===== src/sv/base64_stream_decoder_top_macros.svh =====
// Assertion macros for the base64 stream decoder.
`ifndef BASE64_STREAM_DECODER_TOP_MACROS_SVH
`define BASE64_STREAM_DECODER_TOP_MACROS_SVH

`ifndef SYNTH

// The condition must hold at every clock edge outside reset.
`define B64D_ASSERT_ALWAYS(name, clk, rst_n, cond, msg) \
	name: assert property (@(posedge clk) disable iff (!rst_n) (cond)) else $error(msg);

// The consequent must hold in the same cycle as the antecedent.
`define B64D_ASSERT_IMPLIES(name, clk, rst_n, ante, cons, msg) \
	name: assert property (@(posedge clk) disable iff (!rst_n) (ante) |-> (cons)) \
		else $error(msg);

// The consequent must hold in the cycle after the antecedent.
`define B64D_ASSERT_NEXT(name, clk, rst_n, ante, cons, msg) \
	name: assert property (@(posedge clk) disable iff (!rst_n) (ante) |=> (cons)) \
		else $error(msg);

`else

`define B64D_ASSERT_ALWAYS(name, clk, rst_n, cond, msg)
`define B64D_ASSERT_IMPLIES(name, clk, rst_n, ante, cons, msg)
`define B64D_ASSERT_NEXT(name, clk, rst_n, ante, cons, msg)

`endif

`endif


===== src/sv/b64d_pkg.sv =====
package b64d_pkg;

	localparam int COUNT_BITS = 16;
	localparam int SHOW_W = COUNT_BITS + 16;

	localparam int Q_DEPTH = 4;
	localparam int Q_PTR_W = $clog2(Q_DEPTH);

	localparam logic [1:0] KIND_BYTE = 2'd0;
	localparam logic [1:0] KIND_OK   = 2'd1;
	localparam logic [1:0] KIND_ERR  = 2'd2;

	localparam logic [7:0] CH_NUL   = 8'h00;
	localparam logic [7:0] CH_CR    = 8'h0d;
	localparam logic [7:0] CH_SPACE = 8'h20;
	localparam logic [7:0] CH_PLUS  = 8'h2b;
	localparam logic [7:0] CH_SLASH = 8'h2f;
	localparam logic [7:0] CH_PAD   = 8'h3d;

	localparam logic [5:0] DIG_PLUS  = 6'd62;
	localparam logic [5:0] DIG_SLASH = 6'd63;

	typedef logic [COUNT_BITS-1:0] count_t;

	typedef struct packed {
		logic [7:0]  out_byte;
		logic [1:0]  kind;
		logic [15:0] byte_count;
	} res_t;

	// One entry per accepted character that causes results.
	typedef struct packed {
		logic [1:0]      n_res;
		res_t [2:0]      res;
	} cmd_t;

	// Returns {valid, value} for a base64 digit.
	function automatic logic [6:0] digit_decode(input logic [7:0] c);
		logic [7:0] t;
		t = 8'd0;
		if (c >= 8'h41 && c <= 8'h5a) begin
			t = c - 8'h41;
			return {1'b1, t[5:0]};
		end else if (c >= 8'h61 && c <= 8'h7a) begin
			t = c - 8'h47;
			return {1'b1, t[5:0]};
		end else if (c >= 8'h30 && c <= 8'h39) begin
			t = c + 8'h04;
			return {1'b1, t[5:0]};
		end else if (c == CH_PLUS) begin
			return {1'b1, DIG_PLUS};
		end else if (c == CH_SLASH) begin
			return {1'b1, DIG_SLASH};
		end
		return 7'd0;
	endfunction

	function automatic count_t sat_inc(input count_t x);
		if (x == '1) begin
			return x;
		end
		return x + 1'b1;
	endfunction

	// The reported count is limited to 16 bits.
	function automatic logic [15:0] show_count(input count_t x);
		logic [SHOW_W-1:0] w;
		w = {16'b0, x};
		if (w > SHOW_W'(17'h0ffff)) begin
			return 16'hffff;
		end
		return w[15:0];
	endfunction

endpackage


===== src/sv/b64d_queue.sv =====
module b64d_queue (
	input  logic            clk,
	input  logic            arst_n,
	input  logic            push,
	input  b64d_pkg::cmd_t  push_cmd,
	output logic            full,
	input  logic            pop,
	output b64d_pkg::cmd_t  head,
	output logic            empty
);
	import b64d_pkg::*;

	cmd_t               mem_q [Q_DEPTH];
	logic [Q_PTR_W-1:0] wr_ptr_q;
	logic [Q_PTR_W-1:0] rd_ptr_q;
	logic [Q_PTR_W:0]   fill_q;

	assign full  = (fill_q == (Q_PTR_W + 1)'(Q_DEPTH));
	assign empty = (fill_q == '0);
	assign head  = mem_q[rd_ptr_q];

	always_ff @(posedge clk) begin
		if (push && !full) begin
			mem_q[wr_ptr_q] <= push_cmd;
		end
	end

	always_ff @(posedge clk or negedge arst_n) begin
		if (!arst_n) begin
			wr_ptr_q <= '0;
			rd_ptr_q <= '0;
			fill_q   <= '0;
		end else begin
			if (push && !full) begin
				wr_ptr_q <= wr_ptr_q + 1'b1;
			end
			if (pop && !empty) begin
				rd_ptr_q <= rd_ptr_q + 1'b1;
			end
			case ({push && !full, pop && !empty})
				2'b10: fill_q <= fill_q + 1'b1;
				2'b01: fill_q <= fill_q - 1'b1;
				default: fill_q <= fill_q;
			endcase
		end
	end

endmodule


===== src/sv/b64d_front.sv =====
module b64d_front (
	input  logic            clk,
	input  logic            arst_n,
	input  logic            s_tvalid,
	output logic            s_tready,
	input  logic [7:0]      s_tdata,     // [7:0] char_in
	input  logic            q_full,
	output logic            push,
	output b64d_pkg::cmd_t  push_cmd
);
	import b64d_pkg::*;

	localparam logic [3:0] PH_START   = 4'd0;
	localparam logic [3:0] PH_PLUS    = 4'd1;
	localparam logic [3:0] PH_SKIPPED = 4'd2;
	localparam logic [3:0] PH_NEXT    = 4'd3;
	localparam logic [3:0] PH_D2      = 4'd4;
	localparam logic [3:0] PH_D3      = 4'd5;
	localparam logic [3:0] PH_D4      = 4'd6;
	localparam logic [3:0] PH_SWALLOW = 4'd7;

	logic [3:0]  phase_q, phase_d;
	logic [17:0] held_q, held_d;
	logic        pad3_q, pad3_d;
	count_t      count_q, count_d;

	logic        accept;
	logic [7:0]  c;
	logic [6:0]  dig;
	logic        dv;
	logic [5:0]  dval;
	logic        pad4;
	logic [5:0]  d4;
	logic [1:0]  nbytes;
	logic        fin;
	logic [1:0]  fin_kind;
	logic [7:0]  b0, b1, b2;
	count_t      c1, c2, c3, cnt_after;
	res_t        fin_res;

	assign s_tready = !q_full;
	assign accept   = s_tvalid && s_tready;
	assign c        = s_tdata;
	assign dig      = digit_decode(c);
	assign dv       = dig[6];
	assign dval     = dig[5:0];
	assign pad4     = (c == CH_PAD);
	assign d4       = pad4 ? 6'd0 : dval;

	assign b0 = {held_q[17:12], held_q[11:10]};
	assign b1 = {held_q[9:6], held_q[5:2]};
	assign b2 = {held_q[1:0], d4};

	assign c1 = sat_inc(count_q);
	assign c2 = sat_inc(c1);
	assign c3 = sat_inc(c2);

	always_comb begin
		phase_d  = phase_q;
		held_d   = held_q;
		pad3_d   = pad3_q;
		nbytes   = 2'd0;
		fin      = 1'b0;
		fin_kind = KIND_OK;
		case (phase_q)
			PH_START: begin
				if (c == CH_PLUS) begin
					held_d  = {DIG_PLUS, 12'd0};
					phase_d = PH_PLUS;
				end else if (c == CH_CR) begin
					fin = 1'b1;
				end else if (!dv) begin
					fin      = 1'b1;
					fin_kind = KIND_ERR;
				end else begin
					held_d  = {dval, 12'd0};
					phase_d = PH_D2;
				end
			end
			PH_PLUS: begin
				if (c == CH_SPACE) begin
					phase_d = PH_SKIPPED;
				end else if (!dv) begin
					fin      = 1'b1;
					fin_kind = KIND_ERR;
				end else begin
					held_d  = {DIG_PLUS, dval, 6'd0};
					phase_d = PH_D3;
				end
			end
			PH_SKIPPED: begin
				if (c == CH_CR) begin
					fin = 1'b1;
				end else if (!dv) begin
					fin      = 1'b1;
					fin_kind = KIND_ERR;
				end else begin
					held_d  = {dval, 12'd0};
					phase_d = PH_D2;
				end
			end
			PH_NEXT: begin
				if (c == CH_NUL || c == CH_CR) begin
					fin = 1'b1;
				end else if (!dv) begin
					fin      = 1'b1;
					fin_kind = KIND_ERR;
				end else begin
					held_d  = {dval, 12'd0};
					pad3_d  = 1'b0;
					phase_d = PH_D2;
				end
			end
			PH_D2: begin
				if (!dv) begin
					fin      = 1'b1;
					fin_kind = KIND_ERR;
				end else begin
					held_d  = {held_q[17:12], dval, 6'd0};
					phase_d = PH_D3;
				end
			end
			PH_D3: begin
				if (c == CH_PAD) begin
					held_d  = {held_q[17:6], 6'd0};
					pad3_d  = 1'b1;
					phase_d = PH_D4;
				end else if (!dv) begin
					fin      = 1'b1;
					fin_kind = KIND_ERR;
				end else begin
					held_d  = {held_q[17:6], dval};
					pad3_d  = 1'b0;
					phase_d = PH_D4;
				end
			end
			PH_D4: begin
				if (!pad4 && !dv) begin
					fin      = 1'b1;
					fin_kind = KIND_ERR;
				end else begin
					if (pad3_q) begin
						nbytes = 2'd1;
					end else if (pad4) begin
						nbytes = 2'd2;
					end else begin
						nbytes = 2'd3;
					end
					if (pad4) begin
						fin = 1'b1;
					end else begin
						phase_d = PH_NEXT;
					end
				end
			end
			default: begin
				// Everything up to the terminator is dropped.
				phase_d = PH_SWALLOW;
			end
		endcase
		if (fin) begin
			phase_d = PH_SWALLOW;
		end
		if ((fin || phase_q == PH_SWALLOW) && c == CH_NUL) begin
			phase_d = PH_START;
			held_d  = '0;
			pad3_d  = 1'b0;
		end
	end

	always_comb begin
		case (nbytes)
			2'd1:    cnt_after = c1;
			2'd2:    cnt_after = c2;
			2'd3:    cnt_after = c3;
			default: cnt_after = count_q;
		endcase
		count_d = cnt_after;
		if ((fin || phase_q == PH_SWALLOW) && c == CH_NUL) begin
			count_d = '0;
		end
	end

	always_comb begin
		fin_res.out_byte   = 8'd0;
		fin_res.kind       = fin_kind;
		fin_res.byte_count = show_count(cnt_after);

		push_cmd.n_res = nbytes + {1'b0, fin};

		push_cmd.res[0] = fin_res;
		if (nbytes != 2'd0) begin
			push_cmd.res[0].out_byte   = b0;
			push_cmd.res[0].kind       = KIND_BYTE;
			push_cmd.res[0].byte_count = show_count(c1);
		end
		push_cmd.res[1] = fin_res;
		if (nbytes[1]) begin
			push_cmd.res[1].out_byte   = b1;
			push_cmd.res[1].kind       = KIND_BYTE;
			push_cmd.res[1].byte_count = show_count(c2);
		end
		push_cmd.res[2] = fin_res;
		if (nbytes == 2'd3) begin
			push_cmd.res[2].out_byte   = b2;
			push_cmd.res[2].kind       = KIND_BYTE;
			push_cmd.res[2].byte_count = show_count(c3);
		end
	end

	assign push = accept && (nbytes != 2'd0 || fin);

	always_ff @(posedge clk or negedge arst_n) begin
		if (!arst_n) begin
			phase_q <= PH_START;
			held_q  <= '0;
			pad3_q  <= 1'b0;
			count_q <= '0;
		end else if (accept) begin
			phase_q <= phase_d;
			held_q  <= held_d;
			pad3_q  <= pad3_d;
			count_q <= count_d;
		end
	end

endmodule


===== src/sv/b64d_back.sv =====
module b64d_back (
	input  logic            clk,
	input  logic            arst_n,
	input  b64d_pkg::cmd_t  head,
	input  logic            q_empty,
	output logic            pop,
	output logic            m_tvalid,
	input  logic            m_tready,
	output logic [23:0]     m_tdata,     // [7:0] out_byte, [23:8] byte_count
	output logic [1:0]      m_tuser,     // [1:0] kind
	output logic            m_tlast      // run_last
);
	import b64d_pkg::*;

	logic [1:0] idx_q;
	logic       valid_q;
	logic       last_q;
	res_t       out_q;
	logic       load;
	logic       at_last;

	assign load    = !q_empty && (!valid_q || m_tready);
	assign at_last = (idx_q == head.n_res - 2'd1);
	assign pop     = load && at_last;

	always_ff @(posedge clk or negedge arst_n) begin
		if (!arst_n) begin
			idx_q   <= '0;
			valid_q <= 1'b0;
			last_q  <= 1'b0;
		end else begin
			if (load) begin
				valid_q <= 1'b1;
				last_q  <= at_last;
				idx_q   <= at_last ? 2'd0 : idx_q + 2'd1;
			end else if (m_tready) begin
				valid_q <= 1'b0;
			end
		end
	end

	always_ff @(posedge clk) begin
		if (load) begin
			out_q <= head.res[idx_q];
		end
	end

	assign m_tvalid = valid_q;
	assign m_tdata  = {out_q.byte_count, out_q.out_byte};
	assign m_tuser  = out_q.kind;
	assign m_tlast  = last_q;

endmodule


===== src/sv/base64_stream_decoder_top.sv =====
// The first result of a character is written into the queue, then registered in the output
// register. Throughput: one character per cycle while the queue is not full; results leave
// at one per cycle through the output register while m_tready allows, and a four-entry queue
// between decoder and output absorbs groups of three. A character that causes no result is
// only accepted while the queue has a free slot, though it leaves no entry. Reset (arst_n
// low, asynchronous) returns to the start of a string with count zero and an empty queue.
`include "base64_stream_decoder_top_macros.svh"

module base64_stream_decoder_top (
	input  logic        clk,
	input  logic        arst_n,
	input  logic        s_tvalid,
	output logic        s_tready,
	input  logic [7:0]  s_tdata,     // [7:0] char_in
	output logic        m_tvalid,
	input  logic        m_tready,
	output logic [23:0] m_tdata,     // [7:0] out_byte, [23:8] byte_count
	output logic [1:0]  m_tuser,     // [1:0] kind
	output logic        m_tlast      // run_last
);
	import b64d_pkg::*;

	logic q_push;
	logic q_pop;
	logic q_full;
	logic q_empty;
	cmd_t push_cmd;
	cmd_t head;

	b64d_front u_front (
		.clk      (clk),
		.arst_n   (arst_n),
		.s_tvalid (s_tvalid),
		.s_tready (s_tready),
		.s_tdata  (s_tdata),
		.q_full   (q_full),
		.push     (q_push),
		.push_cmd (push_cmd)
	);

	b64d_queue u_queue (
		.clk      (clk),
		.arst_n   (arst_n),
		.push     (q_push),
		.push_cmd (push_cmd),
		.full     (q_full),
		.pop      (q_pop),
		.head     (head),
		.empty    (q_empty)
	);

	b64d_back u_back (
		.clk      (clk),
		.arst_n   (arst_n),
		.head     (head),
		.q_empty  (q_empty),
		.pop      (q_pop),
		.m_tvalid (m_tvalid),
		.m_tready (m_tready),
		.m_tdata  (m_tdata),
		.m_tuser  (m_tuser),
		.m_tlast  (m_tlast)
	);

	`B64D_ASSERT_ALWAYS(a_queue_sane, clk, arst_n, !(q_full && q_empty), "queue full and empty")
	`B64D_ASSERT_IMPLIES(a_end_is_last, clk, arst_n, m_tvalid && m_tuser != KIND_BYTE, m_tlast, "end result not last")
	`B64D_ASSERT_IMPLIES(a_end_no_byte, clk, arst_n, m_tvalid && m_tuser != KIND_BYTE, m_tdata[7:0] == 8'd0, "end result carries a byte")
	`B64D_ASSERT_NEXT(a_push_shows, clk, arst_n, q_push, !q_empty, "pushed entry missing")

endmodule

===== config.mk =====
export PLATFORM = sky130hd
export DESIGN_NAME = base64_stream_decoder_top
export DESIGN_NICKNAME = d
export VERILOG_FILES = /design/src/sv/b64d_pkg.sv /design/src/sv/b64d_queue.sv /design/src/sv/b64d_front.sv /design/src/sv/b64d_back.sv /design/src/sv/base64_stream_decoder_top.sv
export VERILOG_INCLUDE_DIRS = /design/src /design/src/sv
export SDC_FILE = /design/constraint.sdc
export NUM_CORES = 1
export LEC_CHECK = 0
export ABC_AREA = 1
export BUFFER_PORTS_ARGS = -buffer_cell sky130_fd_sc_hd__buf_2
export CAP_MARGIN = 10
export CORE_AREA = 2 2 284 286
export CTS_BUF_LIST = sky130_fd_sc_hd__clkbuf_4
export CTS_CLUSTER_SIZE = 40
export DETAILED_ROUTE_END_ITERATION = 6
export DIE_AREA = 0 0 286 288
export GPL_ROUTABILITY_DRIVEN = 0
export PLACE_DENSITY_LB_ADDON = 0.15
export SYNTH_ARGS = -nofsm -noshare
export SYNTH_HDL_FRONTEND = slang
export SYNTH_SLANG_ARGS = --single-unit

===== constraint.sdc =====
create_clock -name clk -period 8.6 [get_ports clk]
set_input_delay 0.43 -clock clk [delete_from_list [all_inputs] [get_ports clk]]
set_output_delay 0.43 -clock clk [all_outputs]
set_load 0.005 [all_outputs]

==> reports/summary.txt, run 1 <==
Die Y - 288 um
vias per cell - 4.69
worst path arrival time - 5.78 ns
RSZ-0062 raised after global routing - no
syn_area_per_cell - 10.1 um2
M2 GR Usage - 24.8%
Commonest cells post-synth - edfxtp_1, nand2_1, nor2_1
Comb power frac - 38.1%
area leader, netlist - edfxtp_1
CTS tree - yes
GRT Overall Usage - 14.7%
Die ar. - 82,400 um2
Distinct cells, synth - 48
Final Hold Viols - 0
Yosys reg bits - 396
total CTS buffers - 110
Mapped Cells - 1,875
Flop pwr share - 39.2%
Worst Setup End Kind - register
Clock transition at path regs - 0.06 ns
leak pwr - 7.90 nW
TritonRoute pass-1 iters - 5
H-tree levels - 3
Yosys warnings - 0
post-CTS sizing - 0
Clock Sinks - 396
minimum clock period - 5.14 ns
Initial Util - 23.8%
routed len/inst - 19.6 um
final wirelength - 61,000 um
VDD IR max - 167 uV
Root Buffer - clkbuf_4
CP required - 9.25 ns
GRT met3 Usage - 2.17%
Startpoint Class - register
vias in the first global route - 14,654
Setup Skew - 0.113 ns
Least-Margin Pin Slew - 1.23 ns
outcome - finished, final reports clean
I/O pin count - 41
final-report setup violation count - 0
Finished Layout Cells - 3,110
# nets final - 1,994
sequential cell area fraction in the yosys report - 61.5%
worst-path fanout max - 9
layout cells sized above 1 - 14.7%
max-slew violation count - 0
Worst path most repeated cell - nand2_1
top cells by area, synth - edfxtp_1, dfrtp_1, nand2_1
pwr dens - 336 nW/um2
EDFF count, synth - 346
row cnt - 104
post-CTS setup buffers - 0
Post-synth top flop - edfxtp_1
Skew-Pair Late Insertion Delay - 0.91 ns
critical path class - reg -> reg
post-DP HPWL - 38,000 um
most common cell in the netlist - edfxtp_1
clock power share - 22.7%
slowest CP cell - dfrtp_1
net load switching power - 0.00301 W
Synth Cell Area - 18,900 um2
Mapped Nets - 1,906
met1 Usage GRT - 19.2%
Post-DP Area - 20,300 um2
Synth async-reset ratio - 12.6%
final period utilization - 59.7%
Slew HR - 17.4%
maxcap violations - 0
Fin Setup TNS - 0 ns
Sw Ratio - 41.4%
design area - 21,700 um2
Int Pwr - 0.00427 W
Vias - 14,593
max incr delay on CP - 0.59 ns
Placed Cells - 2,909
# port buffers - 40
r2r setup slk - 3.46 ns
Synth-to-Final Area Change - 14.7%
total core area - 79,600 um2
initial antenna violation count - 1
GRT overflow - 0
Reg2Reg Depth - 24
largest net degree at the start of global routing - 83
crit-path cells - ha_1 > inv_2 > nor2_4 > nand2_2 > nor2_4 > xor2_1 > inv_1 > ha_1 > nand2_1 > nor2_4 > nand3_2 > nand2_1 > nand2_1 > ha_1 > nand2_1 > nor2_2 > nand2_4 > inv_2 > nand3_4 > o21ai_1 > nand2_1 > nand3_2 > nand2_1 > nand2_1
Die Width - 286 um
Max clock buf depth - 3
drt initial violations - 857
Max Fclk - 195 MHz
worst min-delay path class - in -> async
WHS - 0.238 ns
global-route wire length before repair - 91,800 um
top cell type's share of synthesized area - 54.9%
drt drc - 0
global route hottest layer - met2
Final ANT Viol Nets - 0
power groups by stage:
stage	Sequential (W)	Combinational (W)	Clock, W
2_1_floorplan	0.00284	0.00177	0
3_3_place_gp	0.00289	0.00283	0
3_5_place_dp	0.00290	0.00283	0
4_1_cts	0.00286	0.00284	0.00173
5_1_grt	0.00289	0.00311	0.00182
6_report	0.00285	0.00278	0.00166
stage by stage:
step	worst slack, ns	power, W	utilization (%)
global route	3.09	0.00783	27.3
CTS	3.56	0.00743	27.3
detailed placement	2.93	0.00572	25.5
finish	3.46	0.00729	27.3
floorplan	2.36	0.00461	-
global placement	3.11	0.00572	25.5
area by class of cell:
class                      count  area [um2]
timing repair buffer          65         393
antenna                        1        2.50
tap                         1060        1330
fill                        8424       57900
inverter                     138         520
sequential                   396       11600
clock buffer                 152        1140
clock inverter                46         226
multi-input combinational   1252        6450
cell families (layout without fill, tap and decap cells):
family	after synthesis	in the layout	share of synthesized area, %
fa+ha+maj	19	19	1.30
flops	396	396	61.5
simple gates	784	784	18.1
buf+inv	227	401	4.67
other cells	0	1	0
compound gates	428	428	13.5
xor+xnor	21	21	0.972
placed cells by master (no fill, tap or decap), types with 40 or more instances in the layout:
master / n
inv_1: 129
buf_2: 40
edfxtp_1: 346
o22ai_1: 52
nor2_1: 276
o21ai_0: 226
dfrtp_1: 47
nand2_1: 323
nand3_1: 89
o221ai_1: 41
clkbuf_4: 152
path summary, 6_finish.rpt:
check	startpoint	end
setup / recovery	u_front.count_q[0]	u_queue.mem_q[2][28]
hold / removal	arst_n	u_front.held_q[16]
setup reg to reg	u_front.count_q[0]	u_queue.mem_q[2][28]
hold reg to reg	u_queue.fill_q[0]	u_queue.fill_q[0]
max in group asynchronous	arst_n	u_front.count_q[2]
min in group clk	m_tready	u_back.m_tvalid
routing by layer:
metal  vias up  routed length, um
met2       386              29200
met3        87               2500
met5         -                  0
met4         0               1200
met1      7219              28100
li1       6901                  -
registers in the layout (all words and copies together), names as in the netlist:
signal,count
u_queue.wr_ptr_q,2
u_back.m_tvalid,1
u_back.m_tuser,2
u_front.phase_q,4
u_front.pad3_q,1
u_back.m_tdata,24
u_queue.rd_ptr_q,2
u_back.idx_q,2
u_queue.fill_q,3
u_front.held_q,18
u_front.count_q,16
u_back.m_tlast,1
u_queue.mem_q,320
critical path, delay by kind of cell (launching register included):
family	cells	cell delay, ns
AO/OA/AOI/OAI	1	0.18
XOR/XNOR	1	0.50
adder cells (fa/ha/maj)	3	0.94
buffers and inverters	3	0.47
flip-flops	1	0.59
AND/OR/NAND/NOR	16	2.21
timing repair:
action / CTS / global route
hold endpoints to repair: 51 / 0
setup endpoints to repair: 0 / 0
hold buffers: 2 / 0
Power figures use the tool's default switching activity.
==> run 2, diff against run 1 <==
==> constraint.sdc (replaced) <==
create_clock -name clk -period 4.6 [get_ports clk]
set_input_delay 0.23 -clock clk [delete_from_list [all_inputs] [get_ports clk]]
set_output_delay 0.23 -clock clk [all_outputs]
set_load 0.005 [all_outputs]
==> run 2 against run 1 <==
Effect of this change: design area rose by 2.6%; first-iteration DRC count grew 9.7%; clock skew fell by 0.023 ns; die area is the same; final cell count is 1.7% higher; routed wire length is 1.2% higher; worst setup slack worse by 3.1 ns; worst hold slack got worse by 0.18 ns; critical endpoint is now u_queue.mem_q[0][27]; highest routed layer unchanged.
==> reports/summary.txt, run 2 (synthesized netlist as in run 1, its figures left out) <==
GRT met3 Usage - 2.87%
met1 Usage GRT - 19.2%
setup ws final - 0.358 ns
vias in the first global route - 14,769
Least-Margin Pin Slew - 1.09 ns
final-report setup violation count - 0
row cnt - 104
maxcap violations - 0
GRT overflow - 0
Placed Cells - 2,952
vias per cell - 4.65
# port buffers - 40
global-route wire length before repair - 93,500 um
final wirelength - 61,800 um
worst path arrival time - 4.88 ns
Clock Sinks - 396
clock power share - 23.7%
H-tree levels - 3
most frequent cells in the layout - edfxtp_1, nand2_1, nor2_1
Int Pwr - 0.00834 W
worst min-delay path class - in -> async
final period utilization - 92.2%
Clock transition at path regs - 0.08 ns
Skew-Pair Late Insertion Delay - 0.91 ns
Setup Skew - 0.0895 ns
# nets final - 2,042
layout cells sized above 1 - 17.3%
Worst path most repeated cell - nand2_1
Fill cells - 8,504
Comb power frac - 38.3%
Flop pwr share - 38.0%
largest register by flop count - u_queue.mem_q
leak pwr - 8.23 nW
outcome - finished, final reports clean
Finished Layout Cells - 3,164
drt initial violations - 940
global route hottest layer - met2
max reg flops - 320
Slew HR - 27.1%
Buf+Inv Stages, Crit Path - 2
Root Buffer - clkbuf_4
CP startpoint - u_front.count_q[0]
largest net degree at the start of global routing - 85
Vias - 14,716
Die ar. - 82,400 um2
routed len/inst - 19.5 um
Max Fclk - 236 MHz
TritonRoute pass-1 iters - 5
total core area - 79,600 um2
post-DP HPWL - 40,300 um
pwr dens - 629 nW/um2
CP required - 5.24 ns
critical path class - reg -> reg
R2R Path Start - u_front.count_q[0]
GRT Overall Usage - 15.0%
net load switching power - 0.00566 W
Sw Ratio - 40.4%
Worst Setup End Kind - register
worst-path fanout max - 7
CTS tree - yes
M2 GR Usage - 25.4%
max-slew violation count - 0
max incr delay on CP - 0.42 ns
crit-path cells - ha_2 > inv_2 > nor2_4 > nand2_2 > nor2_4 > xor2_1 > inv_1 > ha_1 > nand2_1 > nor2_4 > nand3_2 > nand2_1 > nand2_1 > ha_1 > nand2_1 > nor2_2 > nand2_4 > nor2_8 > nand2_4 > nand2_1 > nand3_1 > nand3_2 > nand2_1 > o21ai_1
Final ANT Viol Nets - 0
total CTS buffers - 110
dpl ws - 0.282 ns
VDD IR max - 236 uV
I/O pin count - 41
minimum clock period - 4.24 ns
Max clock buf depth - 3
RSZ-0062 raised after global routing - no
Startpoint Class - register
Initial Util - 23.8%
drt drc - 0
cell family with most CP delay - simple AND/OR/NAND/NOR gates
Die Width - 286 um
slowest CP cell - dfrtp_2
most common cell after layout, fill and taps aside - edfxtp_1
initial antenna violation count - 3
Die Y - 288 um
Final Hold Viols - 0
Synth-to-Final Area Change - 17.7%
-- run 2: stage by stage --
stage	util [%]	setup TNS, ns	power, W	instance area, um2	hold slack, ns
floorplan	-	-36.97	0.00860	18900	-0.0656
detailed placement	26.0	0	0.0108	20700	0.445
global placement	26.0	0	0.0108	20700	0.441
CTS	27.9	0	0.0143	22200	0.0151
finish	28.0	0	0.0140	22300	0.0615
global route	28.0	0	0.0151	22300	0.0986
-- run 2: layout make-up --
type,count,area [um2],area share [%]
inverters,138,520,2.34
clock inverters,31,176,0.792
clock buffers,170,1280,5.73
flip-flops and latches,396,11600,52.3
well taps,1060,1330,5.95
repair buffers,113,858,3.85
multi-input cells,1252,6460,29.0
diodes,4,10.0,0.0449
-- run 2: path summary, 6_finish.rpt --
check                                        to  cells after the start  slack [ns]
setup / recovery           u_queue.mem_q[0][27]                     24        0.36
hold / removal                u_queue.fill_q[1]                      3        0.06
setup reg to reg           u_queue.mem_q[0][27]                     24        0.36
hold reg to reg               u_queue.fill_q[0]                      1        0.48
max in group asynchronous    u_front.count_q[1]                      3        3.85
min in group clk             u_front.phase_q[0]                      7        0.12
-- run 2: what timing repair did --
action | CTS | global route
hold endpoints to repair | 58 | 0
hold buffers | 4 | 0
setup buffers | 0 | 3
gates resized for setup | 0 | 3
endpoints found under the setup margin | 0 | 86
-- run 2: routing by layer --
layer | wire, um | up-vias | share of wire (%)
li1 | - | 7005 | -
met1 | 27700 | 7223 | 45
met2 | 29700 | 393 | 48
met3 | 2830 | 95 | 4.6
met4 | 1510 | 0 | 2.4
met5 | 0 | - | 0
-- run 2: worst min-delay path, cell delays in order --
cell and delay, ns:
dlygate4sd3_1 0.52, buf_2 0.09, buf_4 0.62
-- run 2: power groups by stage --
stage / Sequential (W) / Clock (W) / Combinational, W
6_report: 0.00532 / 0.00332 / 0.00537
5_1_grt: 0.00539 / 0.00365 / 0.00603
4_1_cts: 0.00533 / 0.00345 / 0.00547
3_5_place_dp: 0.00540 / 0 / 0.00544
3_3_place_gp: 0.00540 / 0 / 0.00544
2_1_floorplan: 0.00529 / 0 / 0.00331
==> run 3, diff against run 2 <==
--- a/config.mk
+++ b/config.mk
@@ -7,13 +7,13 @@
 export NUM_CORES = 1
 export LEC_CHECK = 0
 export ABC_AREA = 1
-export BUFFER_PORTS_ARGS = -buffer_cell sky130_fd_sc_hd__buf_2
 export CAP_MARGIN = 10
 export CORE_AREA = 2 2 284 286
 export CTS_BUF_LIST = sky130_fd_sc_hd__clkbuf_4
 export CTS_CLUSTER_SIZE = 40
 export DETAILED_ROUTE_END_ITERATION = 6
 export DIE_AREA = 0 0 286 288
+export DONT_BUFFER_PORTS = 1
 export GPL_ROUTABILITY_DRIVEN = 0
 export PLACE_DENSITY_LB_ADDON = 0.15
 export SYNTH_ARGS = -nofsm -noshare
==> run 3 against run 2 <==
Effect of this change: final cell count down 1.3%; sequential power about the same; design area fell by 0.56%; largest cell class unchanged; worst hold slack improved by 0.10 ns; routed wire length down 2.3%.
==> reports/summary.txt, run 3 (synthesized netlist as in run 1, its figures left out) <==
outcome - finished, final reports clean
final period utilization - 89.9%
row cnt - 104
Synth-to-Final Area Change - 17.1%
RSZ-0062 raised after global routing - no
I/O pin count - 41
Die Width - 286 um
# nets final - 2,002
Worst Setup End Kind - register
Reg2Reg Depth - 24
critical path depth - 24
total CTS buffers - 106
Setup Skew - 0.0827 ns
CP startpoint - u_front.count_q[1]
routed len/inst - 19.3 um
largest net degree at the start of global routing - 129
worst min-delay path class - in -> reg
max incr delay on CP - 0.44 ns
drt initial violations - 982
max reg flops - 320
Max Fclk - 242 MHz
Vias - 14,561
R2R Path Start - u_front.count_q[1]
final wirelength - 60,400 um
r2r setup slk - 0.46 ns
layout cells sized above 1 - 15.2%
multi-input logic area - 6460 um2
Finished Layout Cells - 3,123
minimum clock period - 4.14 ns
VDD IR max - 284 uV
reg2reg end - u_queue.mem_q[0][26]
maxcap violations - 0
drt drc - 0
vias in the first global route - 14,727
met1 Usage GRT - 19.3%
Clock transition at path regs - 0.07 ns
worst-path fanout max - 8
Max clock buf depth - 3
Clock Sinks - 396
CP required - 5.15 ns
Total Power - 0.0137 W
Startpoint Class - register
Least-Margin Pin Slew - 0.955 ns
Final Hold Viols - 0
GRT overflow - 0
most common cell after layout, fill and taps aside - edfxtp_1
Setup crit end - u_queue.mem_q[0][26]
crit-path cells - ha_2 > inv_2 > nor2_4 > nand2_2 > nor2_4 > xor2_1 > inv_1 > ha_1 > nand2_1 > nor2_4 > nand3_2 > nand2_1 > nand2_2 > ha_1 > nand2_1 > nor2_2 > nand2_4 > inv_2 > nand3_4 > nand2_1 > nand3_1 > nand3b_2 > nand2_1 > nand2_1
FF+latch area - 11,600 um2
Root Buffer - clkbuf_4
final-report setup violation count - 0
pwr dens - 618 nW/um2
Placed Cells - 2,905
Fill cells - 8,449
Die ar. - 82,400 um2
GRT met3 Usage - 2.26%
Skew-Pair Late Insertion Delay - 0.89 ns
total core area - 79,600 um2
Worst path most repeated cell - nand2_1
H-tree levels - 3
worst path arrival time - 4.69 ns
most frequent cells in the layout - edfxtp_1, nand2_1, nor2_1
M2 GR Usage - 24.5%
post-CTS setup buffers - 0
TritonRoute pass-1 iters - 5
GRT Overall Usage - 14.8%
CTS tree - yes
slowest CP cell - dfrtp_1
initial antenna violation count - 1
Die Y - 288 um
Final ANT Viol Nets - 0
max-slew violation count - 0
Buf+Inv Stages, Crit Path - 3
largest register by flop count - u_queue.mem_q
global-route wire length before repair - 91,900 um
global route hottest layer - met2
vias per cell - 4.66
leak pwr - 8.08 nW
critical path class - reg -> reg
Slew HR - 36.1%
Initial Util - 23.8%
# port buffers - 0
cell family with most CP delay - simple AND/OR/NAND/NOR gates
post-DP HPWL - 39,000 um
run 3: cell count changes in the layout (fill, tap and decap cells not counted), moves of 2 or more:
| cell | previous run | this run |
|---|---|---|
| buf_12 | 8 | 11 |
| buf_16 | 0 | 2 |
| buf_2 | 40 | 0 |
| buf_4 | 61 | 48 |
| bufinv_16 | 2 | 0 |
| clkbuf_4 | 170 | 166 |
| clkinv_1 | 22 | 20 |
| clkinvlp_4 | 0 | 3 |
| dfrtp_1 | 45 | 47 |
| dfrtp_2 | 4 | 2 |
| diode_2 | 4 | 2 |
| dlygate4sd3_1 | 4 | 16 |
run 3: area by class of cell:
cell class | instances | area share (%)
Timing Repair Buffer | 77 | 3.59
Antenna cell | 2 | 0.0226
Tap cell | 1060 | 5.99
Sequential cell | 396 | 52.6
Clock inverter | 32 | 0.650
Multi-Input combinational cell | 1252 | 29.2
Inverter | 138 | 2.35
Clock buffer | 166 | 5.63
run 3: timing repair:
item                       4_1_cts  5_1_grt
setup endpoints to repair        0       42
hold buffers                    18        0
hold endpoints to repair        81        0
resized for setup                0        2
run 3: power by group:
group | internal [W] | switching (W) | total, W
registers | 0.00500 | 0.000298 | 0.00529
clock network | 0.00164 | 0.00150 | 0.00314
logic | 0.00149 | 0.00377 | 0.00527
total | 0.00813 | 0.00557 | 0.0137
run 3: per-layer routing:
layer	part of all wire, %	vias up
met2	47	375
met5	0	-
met1	46	7139
met3	4.3	122
met4	3.0	0
li1	-	6925
run 3: worst min path at each step:
stage / startpoint / endpoint / cells after the start
after floorplan: arst_n / u_back.idx_q[0] / 0
after global placement: arst_n / u_front.held_q[3] / 0
after detailed placement: arst_n / u_front.held_q[2] / 0
after CTS: s_tdata[1] / u_front.phase_q[0] / 7
after global routing: s_tdata[1] / u_front.phase_q[0] / 7
final: s_tdata[2] / u_front.held_q[3] / 7
run 3: tightest hold or removal path: stages:
cell and delay, ns:
nand3_1 0.11, xor2_1 0.08, o22ai_1 0.13, a31oi_1 0.12, nand3_1 0.13, o21a_1 0.11, o21ai_0 0.08
run 3: metrics by stage:
stage	TNS, ns	cell area [um2]	setup WS (ns)	utilization [%]	hold slack (ns)
finish	0	22200	0.463	27.8	0.166
global route	0	22200	0.00679	27.8	0.135
CTS	0	22100	0.362	27.8	0.0278
detailed placement	0	20500	0.344	25.8	-0.0581
global placement	0	20500	0.523	25.8	-0.0576
floorplan	-36.97	18900	-0.116	-	-0.0656
